[config.mk]
export PLATFORM = sky130hd
export DESIGN_NAME = reed_solomon_block_encoder_top_flat
export DESIGN_NICKNAME = d
export VERILOG_FILES = /design/src/design/rsbe_pkg.sv /design/src/design/rsbe_req_if.sv /design/src/design/rsbe_rsp_if.sv /design/src/design/rsbe_front.sv /design/src/design/rsbe_queue.sv /design/src/design/rsbe_back.sv /design/src/design/reed_solomon_block_encoder_top.sv /design/src/flat_wrapper.sv
export SDC_FILE = /design/constraint.sdc
export NUM_CORES = 1
export LEC_CHECK = 0
export BUFFER_PORTS_ARGS = -buffer_cell sky130_fd_sc_hd__buf_4
export CAP_MARGIN = 10
export CELL_PAD_IN_SITES_DETAIL_PLACEMENT = 1
export CELL_PAD_IN_SITES_GLOBAL_PLACEMENT = 2
export CORE_ASPECT_RATIO = 0.6
export CORE_MARGIN = 2
export CORE_UTILIZATION = 39
export CTS_BUF_LIST = sky130_fd_sc_hd__clkbuf_16
export DETAILED_ROUTE_END_ITERATION = 8
export GPL_TIMING_DRIVEN = 1
export PLACE_DENSITY_LB_ADDON = 0.25
export SYNTH_ARGS = -nofsm -noshare
export SYNTH_HDL_FRONTEND = slang
export SYNTH_SLANG_ARGS = --single-unit
export TNS_END_PERCENT = 100
[constraint.sdc]
create_clock -name clock -period 7.3 [get_ports clock]
set_input_delay 1.095 -clock clock [delete_from_list [all_inputs] [get_ports clock]]
set_output_delay 1.095 -clock clock [all_outputs]
set_load 0.005 [all_outputs]
[src/design/rsbe_pkg.sv]
`timescale 1ns / 1ps

package rsbe_pkg;

   localparam int BYTE_W            = 8;
   localparam int INDEX_W           = 5;
   localparam int NROOTS_DEFAULT    = 8;
   localparam int NROOTS_MAX        = 32;
   localparam int CODE_N            = 255;
   localparam int QUEUE_DEPTH       = 2;
   localparam logic [8:0] GF_POLY   = 9'h11d;
   localparam logic [7:0] BLOCK_BYTES_RESET = 8'd247;

   typedef struct packed {
      logic full;
      logic empty;
   } qstat_type;

   function automatic logic [7:0] gf_mul(input logic [7:0] a, input logic [7:0] b);
      logic [8:0] x;
      logic [7:0] acc;
      x   = {1'b0, a};
      acc = '0;
      for (int i = 0; i < 8; i++) begin
         if (b[i]) begin
            acc = acc ^ x[7:0];
         end
         x = {x[7:0], 1'b0};
         if (x[8]) begin
            x = x ^ GF_POLY;
         end
      end
      return acc;
   endfunction

   // coefficient k of the generator with roots alpha^0 .. alpha^(nroots-1)
   function automatic logic [7:0] gen_coef(input int nroots, input int k);
      logic [7:0] g [NROOTS_MAX+1];
      logic [7:0] root;
      for (int j = 0; j <= NROOTS_MAX; j++) begin
         g[j] = 8'h00;
      end
      g[0] = 8'h01;
      root = 8'h01;
      for (int i = 0; i < nroots; i++) begin
         g[i+1] = 8'h01;
         for (int j = i; j > 0; j--) begin
            g[j] = g[j-1] ^ gf_mul(g[j], root);
         end
         g[0] = gf_mul(g[0], root);
         root = gf_mul(root, 8'h02);
      end
      return g[k];
   endfunction

endpackage

[src/design/rsbe_req_if.sv]
`timescale 1ns / 1ps

interface rsbe_req_if;
   logic                        valid;
   logic                        ready;
   logic [rsbe_pkg::BYTE_W-1:0] data_byte;
   logic                        end_of_message;

   modport source (output valid, output data_byte, output end_of_message, input ready);
   modport sink   (input valid, input data_byte, input end_of_message, output ready);
endinterface

[src/design/rsbe_rsp_if.sv]
`timescale 1ns / 1ps

interface rsbe_rsp_if;
   logic                         valid;
   logic                         ready;
   logic [rsbe_pkg::BYTE_W-1:0]  parity_byte;
   logic [rsbe_pkg::INDEX_W-1:0] parity_index;
   logic                         last_parity;

   modport source (output valid, output parity_byte, output parity_index,
                   output last_parity, input ready);
   modport sink   (input valid, input parity_byte, input parity_index,
                   input last_parity, output ready);
endinterface

[src/design/rsbe_front.sv]
`timescale 1ns / 1ps

module rsbe_front #(
   parameter int NROOTS = rsbe_pkg::NROOTS_DEFAULT
) (
   input  logic                                  clock,
   input  logic                                  reset,
   rsbe_req_if.sink                              req_ch,
   input  logic [rsbe_pkg::BYTE_W-1:0]           block_bytes,
   input  rsbe_pkg::qstat_type                   qstat,
   output logic                                  push,
   output logic [NROOTS-1:0][rsbe_pkg::BYTE_W-1:0] push_data
);

   localparam int BW = rsbe_pkg::BYTE_W;
   localparam logic [BW-1:0] MAX_LEN = BW'(rsbe_pkg::CODE_N - NROOTS);

   logic [NROOTS-1:0][BW-1:0] parity_ff, parity_in, parity_next;
   logic [BW-1:0]             count_ff, count_in, count_next;
   logic [BW-1:0]             limit;
   logic [BW-1:0]             fb;
   logic                      accept;
   logic                      close;

   assign req_ch.ready = !qstat.full;
   assign accept       = req_ch.valid && req_ch.ready;
   assign fb           = req_ch.data_byte ^ parity_ff[0];

   for (genvar g = 0; g < NROOTS; g++) begin : g_lfsr
      localparam logic [BW-1:0] COEF = rsbe_pkg::gen_coef(NROOTS, NROOTS - 1 - g);
      if (g < NROOTS - 1) begin : g_mid
         assign parity_next[g] = parity_ff[g+1] ^ rsbe_pkg::gf_mul(fb, COEF);
      end else begin : g_top
         assign parity_next[g] = rsbe_pkg::gf_mul(fb, COEF);
      end
   end

   always_comb begin
      if (block_bytes == '0) begin
         limit = BW'(1);
      end else if (block_bytes > MAX_LEN) begin
         limit = MAX_LEN;
      end else begin
         limit = block_bytes;
      end
      count_next = count_ff + BW'(1);
      close      = req_ch.end_of_message || (count_next >= limit);
      push       = accept && close;
      push_data  = parity_next;
      parity_in  = parity_ff;
      count_in   = count_ff;
      if (accept) begin
         if (close) begin
            parity_in = '0;
            count_in  = '0;
         end else begin
            parity_in = parity_next;
            count_in  = count_next;
         end
      end
   end

   always_ff @(posedge clock) begin
      if (reset) begin
         parity_ff <= '0;
         count_ff  <= '0;
      end else begin
         parity_ff <= parity_in;
         count_ff  <= count_in;
      end
   end

   a_close_clears: assert property (@(posedge clock) disable iff (reset)
      push |=> (count_ff == '0) && (parity_ff == '0))
      else $error("block close did not clear the parity state");

endmodule

[src/design/rsbe_queue.sv]
`timescale 1ns / 1ps

module rsbe_queue #(
   parameter int WIDTH = rsbe_pkg::NROOTS_DEFAULT * rsbe_pkg::BYTE_W
) (
   input  logic               clock,
   input  logic               reset,
   input  logic               push,
   input  logic [WIDTH-1:0]   push_data,
   input  logic               pop,
   output logic [WIDTH-1:0]   pop_data,
   output rsbe_pkg::qstat_type qstat
);

   localparam int DEPTH = rsbe_pkg::QUEUE_DEPTH;
   localparam int PTR_W = (DEPTH > 1) ? $clog2(DEPTH) : 1;
   localparam int CNT_W = $clog2(DEPTH + 1);

   logic [WIDTH-1:0] mem [DEPTH];
   logic [PTR_W-1:0] wr_ptr_ff, wr_ptr_in;
   logic [PTR_W-1:0] rd_ptr_ff, rd_ptr_in;
   logic [CNT_W-1:0] count_ff, count_in;

   assign qstat.full  = (count_ff == CNT_W'(DEPTH));
   assign qstat.empty = (count_ff == '0);
   assign pop_data    = mem[rd_ptr_ff];

   always_comb begin
      wr_ptr_in = wr_ptr_ff;
      rd_ptr_in = rd_ptr_ff;
      count_in  = count_ff;
      if (push) begin
         wr_ptr_in = (wr_ptr_ff == PTR_W'(DEPTH - 1)) ? '0 : wr_ptr_ff + PTR_W'(1);
      end
      if (pop) begin
         rd_ptr_in = (rd_ptr_ff == PTR_W'(DEPTH - 1)) ? '0 : rd_ptr_ff + PTR_W'(1);
      end
      if (push && !pop) begin
         count_in = count_ff + CNT_W'(1);
      end else if (pop && !push) begin
         count_in = count_ff - CNT_W'(1);
      end
   end

   always_ff @(posedge clock) begin
      if (push) begin
         mem[wr_ptr_ff] <= push_data;
      end
   end

   always_ff @(posedge clock) begin
      if (reset) begin
         wr_ptr_ff <= '0;
         rd_ptr_ff <= '0;
         count_ff  <= '0;
      end else begin
         wr_ptr_ff <= wr_ptr_in;
         rd_ptr_ff <= rd_ptr_in;
         count_ff  <= count_in;
      end
   end

   a_no_overflow: assert property (@(posedge clock) disable iff (reset)
      push |-> !qstat.full)
      else $error("push into full queue");

   a_no_underflow: assert property (@(posedge clock) disable iff (reset)
      pop |-> !qstat.empty)
      else $error("pop from empty queue");

endmodule

[src/design/rsbe_back.sv]
`timescale 1ns / 1ps

module rsbe_back #(
   parameter int NROOTS = rsbe_pkg::NROOTS_DEFAULT
) (
   input  logic                                  clock,
   input  logic                                  reset,
   input  rsbe_pkg::qstat_type                   qstat,
   input  logic [NROOTS-1:0][rsbe_pkg::BYTE_W-1:0] pop_data,
   output logic                                  pop,
   rsbe_rsp_if.source                            rsp_ch
);

   localparam int BW    = rsbe_pkg::BYTE_W;
   localparam int IW    = rsbe_pkg::INDEX_W;
   localparam int IDX_W = $clog2(NROOTS);

   logic [NROOTS-1:0][BW-1:0] shreg_ff, shreg_in;
   logic [IDX_W-1:0]          idx_ff, idx_in;
   logic                      busy_ff, busy_in;
   logic                      fire;
   logic                      last;

   assign last = (idx_ff == IDX_W'(NROOTS - 1));
   assign fire = busy_ff && rsp_ch.ready;
   assign pop  = !qstat.empty && (!busy_ff || (fire && last));

   assign rsp_ch.valid        = busy_ff;
   assign rsp_ch.parity_byte  = shreg_ff[0];
   assign rsp_ch.parity_index = IW'(idx_ff);
   assign rsp_ch.last_parity  = last;

   always_comb begin
      shreg_in = shreg_ff;
      idx_in   = idx_ff;
      busy_in  = busy_ff;
      if (pop) begin
         shreg_in = pop_data;
         idx_in   = '0;
         busy_in  = 1'b1;
      end else if (fire) begin
         if (last) begin
            busy_in = 1'b0;
         end else begin
            for (int k = 0; k < NROOTS - 1; k++) begin
               shreg_in[k] = shreg_ff[k+1];
            end
            shreg_in[NROOTS-1] = '0;
            idx_in = idx_ff + IDX_W'(1);
         end
      end
   end

   always_ff @(posedge clock) begin
      shreg_ff <= shreg_in;
   end

   always_ff @(posedge clock) begin
      if (reset) begin
         idx_ff  <= '0;
         busy_ff <= 1'b0;
      end else begin
         idx_ff  <= idx_in;
         busy_ff <= busy_in;
      end
   end

   a_mid_block_holds: assert property (@(posedge clock) disable iff (reset)
      (fire && !last) |=> busy_ff && (idx_ff == $past(idx_ff) + IDX_W'(1)))
      else $error("parity sequence broke mid block");

   a_load_starts_at_zero: assert property (@(posedge clock) disable iff (reset)
      pop |=> busy_ff && (idx_ff == '0))
      else $error("new block did not start at index zero");

endmodule

[src/design/reed_solomon_block_encoder_top.sv]
`timescale 1ns / 1ps

// Reed-Solomon block encoder, GF(256), polynomial 0x11d, NROOTS parity symbols.
// req_ch takes one message byte per item; end_of_message closes the block early.
// Blocks close after block_bytes data bytes (0 acts as 1, values above
// 255-NROOTS act as 255-NROOTS). Data bytes are not echoed.
// rsp_ch gives NROOTS parity items per block, index 0 first, last_parity on the
// final one.
// csr_valid/csr_block_bytes writes the block length; csr_ready is always high.
// Write it only while no block is open and all parity has been taken.
// req_ch takes one byte per cycle while the queue has room; a block's parity
// leaves at one item per cycle while rsp_ch.ready is high. Parity of a block passes
// through the two-block queue, then the output shifter, before it is first valid.
// When rsp_ch stalls, the output holds and finished blocks collect in the queue;
// req_ch.ready drops only while that queue holds two blocks.
// Reset clears the parity registers and byte count, empties the queue and sets
// the block length to 247.
module reed_solomon_block_encoder_top #(
   parameter int NROOTS = rsbe_pkg::NROOTS_DEFAULT
) (
   input  logic                        clock,
   input  logic                        reset,
   rsbe_req_if.sink                    req_ch,
   rsbe_rsp_if.source                  rsp_ch,
   input  logic                        csr_valid,
   output logic                        csr_ready,
   input  logic [rsbe_pkg::BYTE_W-1:0] csr_block_bytes
);

   localparam int BW = rsbe_pkg::BYTE_W;

   logic [BW-1:0]             block_bytes_ff, block_bytes_in;
   rsbe_pkg::qstat_type       qstat;
   logic                      push;
   logic                      pop;
   logic [NROOTS-1:0][BW-1:0] push_data;
   logic [NROOTS-1:0][BW-1:0] pop_data;

   assign csr_ready      = 1'b1;
   assign block_bytes_in = (csr_valid && csr_ready) ? csr_block_bytes : block_bytes_ff;

   always_ff @(posedge clock) begin
      if (reset) begin
         block_bytes_ff <= rsbe_pkg::BLOCK_BYTES_RESET;
      end else begin
         block_bytes_ff <= block_bytes_in;
      end
   end

   rsbe_front #(.NROOTS(NROOTS)) u_front (
      .clock       (clock),
      .reset       (reset),
      .req_ch      (req_ch),
      .block_bytes (block_bytes_ff),
      .qstat       (qstat),
      .push        (push),
      .push_data   (push_data)
   );

   rsbe_queue #(.WIDTH(NROOTS * BW)) u_queue (
      .clock     (clock),
      .reset     (reset),
      .push      (push),
      .push_data (push_data),
      .pop       (pop),
      .pop_data  (pop_data),
      .qstat     (qstat)
   );

   rsbe_back #(.NROOTS(NROOTS)) u_back (
      .clock    (clock),
      .reset    (reset),
      .qstat    (qstat),
      .pop_data (pop_data),
      .pop      (pop),
      .rsp_ch   (rsp_ch)
   );

endmodule

[src/flat_wrapper.sv]
// flat-port wrapper written by rule: the top's interface ports become plain ports
module reed_solomon_block_encoder_top_flat 
#(
   parameter int NROOTS = rsbe_pkg::NROOTS_DEFAULT
)
  (clock, reset, csr_valid, csr_ready, csr_block_bytes, req_ch_valid, req_ch_data_byte, req_ch_end_of_message, req_ch_ready, rsp_ch_valid, rsp_ch_parity_byte, rsp_ch_parity_index, rsp_ch_last_parity, rsp_ch_ready);
  rsbe_req_if req_ch_i ();
  rsbe_rsp_if rsp_ch_i ();
  input  logic clock;
  input  logic reset;
  input  logic csr_valid;
  output logic csr_ready;
  input  logic [rsbe_pkg::BYTE_W-1:0] csr_block_bytes;
  input wire logic [$bits(req_ch_i.valid)-1:0] req_ch_valid;
  input wire logic [$bits(req_ch_i.data_byte)-1:0] req_ch_data_byte;
  input wire logic [$bits(req_ch_i.end_of_message)-1:0] req_ch_end_of_message;
  output wire logic [$bits(req_ch_i.ready)-1:0] req_ch_ready;
  output wire logic [$bits(rsp_ch_i.valid)-1:0] rsp_ch_valid;
  output wire logic [$bits(rsp_ch_i.parity_byte)-1:0] rsp_ch_parity_byte;
  output wire logic [$bits(rsp_ch_i.parity_index)-1:0] rsp_ch_parity_index;
  output wire logic [$bits(rsp_ch_i.last_parity)-1:0] rsp_ch_last_parity;
  input wire logic [$bits(rsp_ch_i.ready)-1:0] rsp_ch_ready;
  assign req_ch_i.valid = req_ch_valid;
  assign req_ch_i.data_byte = req_ch_data_byte;
  assign req_ch_i.end_of_message = req_ch_end_of_message;
  assign req_ch_ready = req_ch_i.ready;
  assign rsp_ch_valid = rsp_ch_i.valid;
  assign rsp_ch_parity_byte = rsp_ch_i.parity_byte;
  assign rsp_ch_parity_index = rsp_ch_i.parity_index;
  assign rsp_ch_last_parity = rsp_ch_i.last_parity;
  assign rsp_ch_i.ready = rsp_ch_ready;
  reed_solomon_block_encoder_top #(.NROOTS(NROOTS)) u_core (.clock(clock), .reset(reset), .req_ch(req_ch_i), .rsp_ch(rsp_ch_i), .csr_valid(csr_valid), .csr_ready(csr_ready), .csr_block_bytes(csr_block_bytes));
endmodule
==> results.tsv, run 1 <==
metric	value	unit
status	finished, final reports clean	
r2r_end	u_core.u_queue.mem[1][3]$_DFFE_PP_	
syn_area	11980	um2
gp_congestion	0.7912	
boundaryPins	39	
post-place-ws	3.343	ns
dieArea	32190	um2
end_kind	flip-flop	
cts.sinks	281	
hold_violations	0	
crit_path_start_kind	flip-flop	
dr_total_vias	7042	
synth_ff_type	edfxtp_1	
drive_gt1_share	10.57	%
routed_wl	29480	um
worstPathMaxFanout	37	
max_slew_margin	32.48	%
vias_per_cell	5.096	
yosysMostFrequentCell	edfxtp_1	
nFillCells	3146	
cts_tree	built	
synth_area_leaders	edfxtp_1 48%, dfxtp_1 15%, xnor2_1 6.7%, mux2i_1 5.9%, a21oi_1 3.8%	
holdCritStartpoint	u_core.u_front.parity_ff[57]$_SDFFE_PP0P_	
synthArstFlopShare	0	%
grt_antenna_before_repair	0	
rrSetupSlack	3.37	ns
clock_path_buffers	3	
critical_path_class	reg -> reg	
cellPowerDensity	555.1	nW/um2
grt_pass1_vias	7176	
fin_area	13470	um2
port_buffers	35	
cts_root_buffer	clkbuf_16	
cap_violations	0	
grt_first_pass_wirelength	45200	um
worst_pin_slew	1.013	ns
placed_area	12630	um2
die_h	139.8	um
p_leak	4.674	nW
post_cts_buffers	0	
ctsResizeCount	0	
crit_chain	ha_1 -> nand3_1 -> xnor2_1 -> ha_1 -> o2111ai_1 -> o221ai_1 -> nand2_1 -> nor2_1 -> and2_2 -> buf_4	
syn-instance-count	937	
synth-seq-area-share	62.98	%
worst_hold_path_type	reg -> reg	
clk-insertion-delay-late	0.54	ns
max_freq	0.2547	GHz
grt_max_degree	80	
drc	0	
regArea	7551	um2
postSynthAreaPerCell	12.79	um2
peakVddDrop	300.6	uV
yosysTopAreaCellShare	48.12	%
hold_buffers	0	
synth_cell_type_count	38	
routedWlPerCell	21.33	um
whs_path_depth	2	
drtIter0Drc	524	
period_minus_slack	3.927	ns
num_antenna_cells	0	
critical_path.slowest_cell	and2_2	
die_x	230.3	um
setup_viol	0	
cp.arrival	4.09	ns
synth_edf_count	192	
multi_input_area	4185	um2
nets	988	
reg2reg_depth	10	
grt-ovfl-total	0	
tns	0	ns
period_share	53.79	%
path_common_cell	ha_1	
core.rowCount	49	
rsz0062_at_grt	false	
ant_nets	0	
worst-endpoint-required	7.47	ns
cts_max_level	1	
clk_pin_slew_worst_paths	0.07	ns
cts_buffers	27	
synth-seq-cells	281	
track_usage	18.56	%
coreArea	30100	um2
worst_hold_path.endpoint	u_core.u_front.parity_ff[57]$_SDFFE_PP0P_	
reg2reg_from	u_core.u_front.count_ff[0]$_SDFFE_PP0P_	
first_pass_iters	7	
start_util	39.81	%
slew_viol_final	0	
finalClockSkew	0.01641	ns
timing.final.ws_setup	3.373	ns
synth.largest_area_cell	edfxtp_1	
area_delta_synth_final	12.37	%
synth_common_cells	192 x edfxtp_1, 115 x nor2_1, 92 x xnor2_1, 90 x a21oi_1, 89 x dfxtp_1	
max_stage_delay	0.69	ns
yosys_warnings	0	
hpwl	18640	um
## critical path, delay by kind of cell (launching register included)
kind / cells / cell delay [ns]
xor gates and xnor gates: 1 / 0.17
buffers and inverters: 1 / 0.63
adders and majority gates: 2 / 0.64
AOI/OAI and AO/OA: 2 / 0.54
DFF: 1 / 0.44
and+or+nand+nor: 4 / 1.10
## final cells by class
type,instances,share of cell area [%]
clock buffers,27,5.018
clock inverters,22,1.152
inverters,8,0.2230
multi-input cells,590,31.08
flip-flops and latches,281,56.08
well taps,408,3.791
repair buffers,46,2.657
## power by group
part	switching, W	total [W]	internal [W]
Combinational	0.00212	0.00320	0.00109
Clock	0.000598	0.00134	0.000742
Sequential	0.000230	0.00293	0.00270
## layout by cell type (no fill, tap or decap), types with 27 or more instances in the layout
cell	Yosys	routed
a21oi_1	90	88
clkbuf_16	0	27
nor2_1	115	115
xnor2_1	92	92
nand3_1	33	33
dfxtp_1	89	88
mux2i_1	71	71
buf_4	11	45
a22oi_1	39	39
edfxtp_1	192	192
nand2_1	40	39
xor2_1	38	38
## sequential cells by signal (all words and copies together), names as in the netlist, named ones only
| name | count |
|---|---|
| u_core.u_front.count_ff | 8 |
| u_core.u_back.shreg_ff | 56 |
| u_core.u_queue.rd_ptr_ff | 1 |
| u_core.block_bytes_ff | 8 |
| u_core.u_queue.count_ff | 2 |
| u_core.u_back.rsp_ch.parity_byte | 8 |
| u_core.u_queue.wr_ptr_ff | 1 |
| u_core.u_back.idx_ff | 3 |
| u_core.u_queue.mem | 128 |
| u_core.u_back.rsp_ch.valid | 1 |
| u_core.u_front.parity_ff | 64 |
## how the worst max path moves through the flow
stage	from	end	slack, ns	cells after the start
after global placement	u_core.u_front.count_ff[0]$_SDFFE_PP0P_	u_core.u_queue.mem[1][20]$_DFFE_PP_	3.44	10
after detailed placement	u_core.u_front.count_ff[0]$_SDFFE_PP0P_	u_core.u_queue.mem[1][4]$_DFFE_PP_	3.34	10
after floorplan	u_core.u_front.count_ff[0]$_SDFFE_PP0P_	u_core.u_queue.mem[0][0]$_DFFE_PP_	0.59	8
final	u_core.u_front.count_ff[0]$_SDFFE_PP0P_	u_core.u_queue.mem[1][3]$_DFFE_PP_	3.37	10
after global routing	u_core.u_front.count_ff[0]$_SDFFE_PP0P_	u_core.u_queue.mem[1][63]$_DFFE_PP_	3.09	10
after CTS	u_core.u_front.count_ff[0]$_SDFFE_PP0P_	u_core.u_queue.mem[1][63]$_DFFE_PP_	3.31	10
## layer usage
metal | track usage (%) | wire length, um | vias to the layer above
met1 | 30.24 | 16130 | 3557
met5 | 0 | 0 | -
li1 | - | - | 3359
met4 | 2.954 | 317 | 0
met3 | 3.381 | 1261 | 30
met2 | 25.55 | 11760 | 96
## metrics by stage
step,utilization [%],std cells,total power (W),hold WS (ns)
3_3_place_gp,41.97,1333,0.006098,0.4528
5_1_grt,44.73,1382,0.007887,0.4982
3_5_place_dp,41.97,1333,0.006157,0.4597
4_1_cts,44.73,1382,0.007525,0.4695
6_report,44.73,1382,0.007475,0.4674
2_1_floorplan,-,938,0.005049,0.4344
## cell families (layout without fill, tap and decap cells)
logic type / after synthesis / count (layout) / share of synthesized area, %
multiplexers: 71 / 71 / 5.931
AO/OA/AOI/OAI: 148 / 148 / 7.351
buffers and inverters: 67 / 103 / 2.443
flip-flops: 281 / 281 / 62.98
adder cells (fa/ha/maj): 12 / 12 / 1.253
AND/OR/NAND/NOR: 209 / 209 / 7.309
other: 2 / 3 / 0.06267
XOR/XNOR: 147 / 147 / 12.67
Note: power is estimated with default switching activity, not from simulation.
==> inputs of run 2 (changes only) <==
==> constraint.sdc (replaced) <==
create_clock -name clock -period 3.86 [get_ports clock]
set_input_delay 0.579 -clock clock [delete_from_list [all_inputs] [get_ports clock]]
set_output_delay 0.579 -clock clock [all_outputs]
set_load 0.005 [all_outputs]
==> run 2 against run 1 <==
Effect of this change:
- clock skew down 0.0057 ns
- worst setup slack worse by 2.8 ns
- fmax up 19%
- clock power up 110%
- critical path depth unchanged
- critical endpoint is now u_core.u_queue.mem[0][14]$_DFFE_PP_
- largest cell class unchanged
==> results.tsv, run 2 (synthesis gave the netlist of run 1 again) <==
metric	value	unit	change
worst_pin_slew	1.036	ns	+0.02273 ns
worst_hold_path_type	in -> reg		
reg2reg_depth	10		unchanged
r2r_end	u_core.u_queue.mem[0][14]$_DFFE_PP_		
finalClockSkew	0.01074	ns	-0.005665 ns
die_h	139.8	um	unchanged
grt_antenna_before_repair	1		+1
post_cts_buffers	0		unchanged
crit_path_start_kind	flip-flop		
path_common_cell	ha_1		
start_util	39.81	%	unchanged
cts_root_buffer	clkbuf_16		
cts.sinks	281		unchanged
slew_viol_final	0		unchanged
final_util	45.70	%	+0.96 points
nets	1006		+1.8%
grt_max_degree	117		+46%
peakVddDrop	474.0	uV	+58%
worst-endpoint-required	4.06	ns	-3.41 ns
track_usage	18.49	%	-0.066 points
cap_violations	0		unchanged
worst_hold_path.endpoint	u_core.block_bytes_ff[0]$_SDFFE_PP1P_		
vias_per_cell	5.135		+0.77%
hold_buffers	0		unchanged
grt-ovfl-total	0		unchanged
end_kind	flip-flop		
period_minus_slack	3.304	ns	-0.6227 ns
p_leak	4.808	nW	+2.9%
boundaryPins	39		unchanged
drive_gt1_share	12.88	%	+2.3 points
critical_path_class	reg -> reg		
core.rowCount	49		unchanged
area_delta_synth_final	14.80	%	
gp_congestion	0.7934		+0.28%
dr_total_vias	7199		+2.2%
cp_num_buf_inv	2		+1
cellPowerDensity	1073	nW/um2	+93%
cp_top_family	buffers and inverters		
num_antenna_cells	0		unchanged
hold_violations	0		unchanged
coreArea	30100	um2	unchanged
tns	0	ns	unchanged
cts_tree	built		
rsz0062_at_grt	false		
max_stage_delay	0.43	ns	-0.26 ns
top_regs	u_core.u_queue.mem (128), u_core.u_front.parity_ff (64), u_core.u_back.shreg_ff (56)		
grt_pass1_vias	7279		+1.4%
routedWlPerCell	21.10	um	-1.1%
grt_first_pass_wirelength	45150	um	about the same
hpwl	18820	um	+0.98%
rrSetupSlack	0.56	ns	-2.82 ns
cp.arrival	3.50	ns	-0.59 ns
die_x	230.3	um	unchanged
routed_wl	29580	um	+0.36%
clk_pin_slew_worst_paths	0.06	ns	about the same
port_buffers	35		unchanged
clock_path_buffers	3		unchanged
ctsResizeCount	0		unchanged
cts_buffers	28		+3.7%
drc	0		unchanged
worstPathMaxFanout	64		+73%
ant_nets	0		unchanged
mostFrequentLayoutCells	192 x edfxtp_1, 115 x nor2_1, 92 x xnor2_1		
largest_reg_flops	128		unchanged
clk-insertion-delay-late	0.55	ns	about the same
whs_path_depth	3		+1
status	finished, final reports clean		
crit_chain	ha_1 -> nand3_1 -> xnor2_1 -> ha_1 -> o2111ai_1 -> o221ai_1 -> nand2_1 -> buf_4 -> nor3_4 -> buf_12		
setup_viol	0		unchanged
dp_cells	1350		+1.3%
drtIter0Drc	505		-3.6%
max_freq	0.3027	GHz	+19%
critical_path.slowest_cell	dfxtp_1		
regMostFlops	u_core.u_queue.mem		
reg2reg_from	u_core.u_front.count_ff[0]$_SDFFE_PP0P_		
fin_cells	1402		+1.4%
dieArea	32190	um2	unchanged
period_share	85.60	%	+32 points
cts_max_level	1		unchanged
holdCritStartpoint	csr_block_bytes[0]		
final_common_cell	edfxtp_1		
first_pass_iters	4		-3
max_slew_margin	30.96	%	-1.5 points
run 2: cell type report:
class | count | area [um2]
clock buffer | 29 | 725.7
sequential | 281 | 7551
fill | 3110 | 16350
multi-input combinational | 590 | 4192
clock inverter | 23 | 236.5
timing repair buffer | 63 | 510.5
tap | 408 | 510.5
inverter | 8 | 30.03
run 2: power breakdown:
part / internal [W] / switching [W] / leakage (nW) / total [W]
combinational: 0.00222 / 0.00412 / 1.83 / 0.00634
sequential: 0.00510 / 0.000461 / 2.51 / 0.00556
clock: 0.00169 / 0.00117 / 0.471 / 0.00286
run 2: worst min-delay path: cells and delay by family:
kind | cells | cell delay [ns]
simple gates | 1 | 0.06
mux | 1 | 0.05
buf+inv | 1 | 0.08
run 2: metrics by stage:
| stage | power, W | worst slack [ns] | area (um2) | hold WS (ns) |
|---|---|---|---|---|
| after global placement | 0.01180 | 0.6848 | 12790 | 0.4510 |
| after floorplan | 0.009545 | -0.009951 | 12000 | 0.4344 |
| after global routing | 0.01554 | 0.3443 | 13760 | 0.2454 |
| after detailed placement | 0.01193 | 0.5642 | 12790 | 0.4581 |
| final | 0.01476 | 0.5559 | 13760 | 0.2433 |
| after CTS | 0.01486 | 0.5527 | 13760 | 0.2291 |
run 2: worst max-delay path by stage:
stage | startpoint | to | cells after the start
floorplan | u_core.u_front.count_ff[0]$_SDFFE_PP0P_ | u_core.u_queue.mem[1][0]$_DFFE_PP_ | 9
global placement | u_core.u_front.count_ff[0]$_SDFFE_PP0P_ | u_core.u_queue.mem[0][32]$_DFFE_PP_ | 10
detailed placement | u_core.u_front.count_ff[0]$_SDFFE_PP0P_ | u_core.u_queue.mem[0][14]$_DFFE_PP_ | 10
CTS | u_core.u_front.count_ff[0]$_SDFFE_PP0P_ | u_core.u_queue.mem[0][31]$_DFFE_PP_ | 10
global route | u_core.u_front.count_ff[0]$_SDFFE_PP0P_ | u_core.u_queue.mem[0][35]$_DFFE_PP_ | 10
finish | u_core.u_front.count_ff[0]$_SDFFE_PP0P_ | u_core.u_queue.mem[0][14]$_DFFE_PP_ | 10
run 2: metal layers:
layer  vias to the layer above  global-route usage [%]  share of wire, %
li1                       3402                       -                 -
met2                       135                   26.24                41
met5                         -                       0             0.024
met4                         2                   3.192               1.3
met3                        32                   3.627               4.8
met1                      3628                   29.25                53
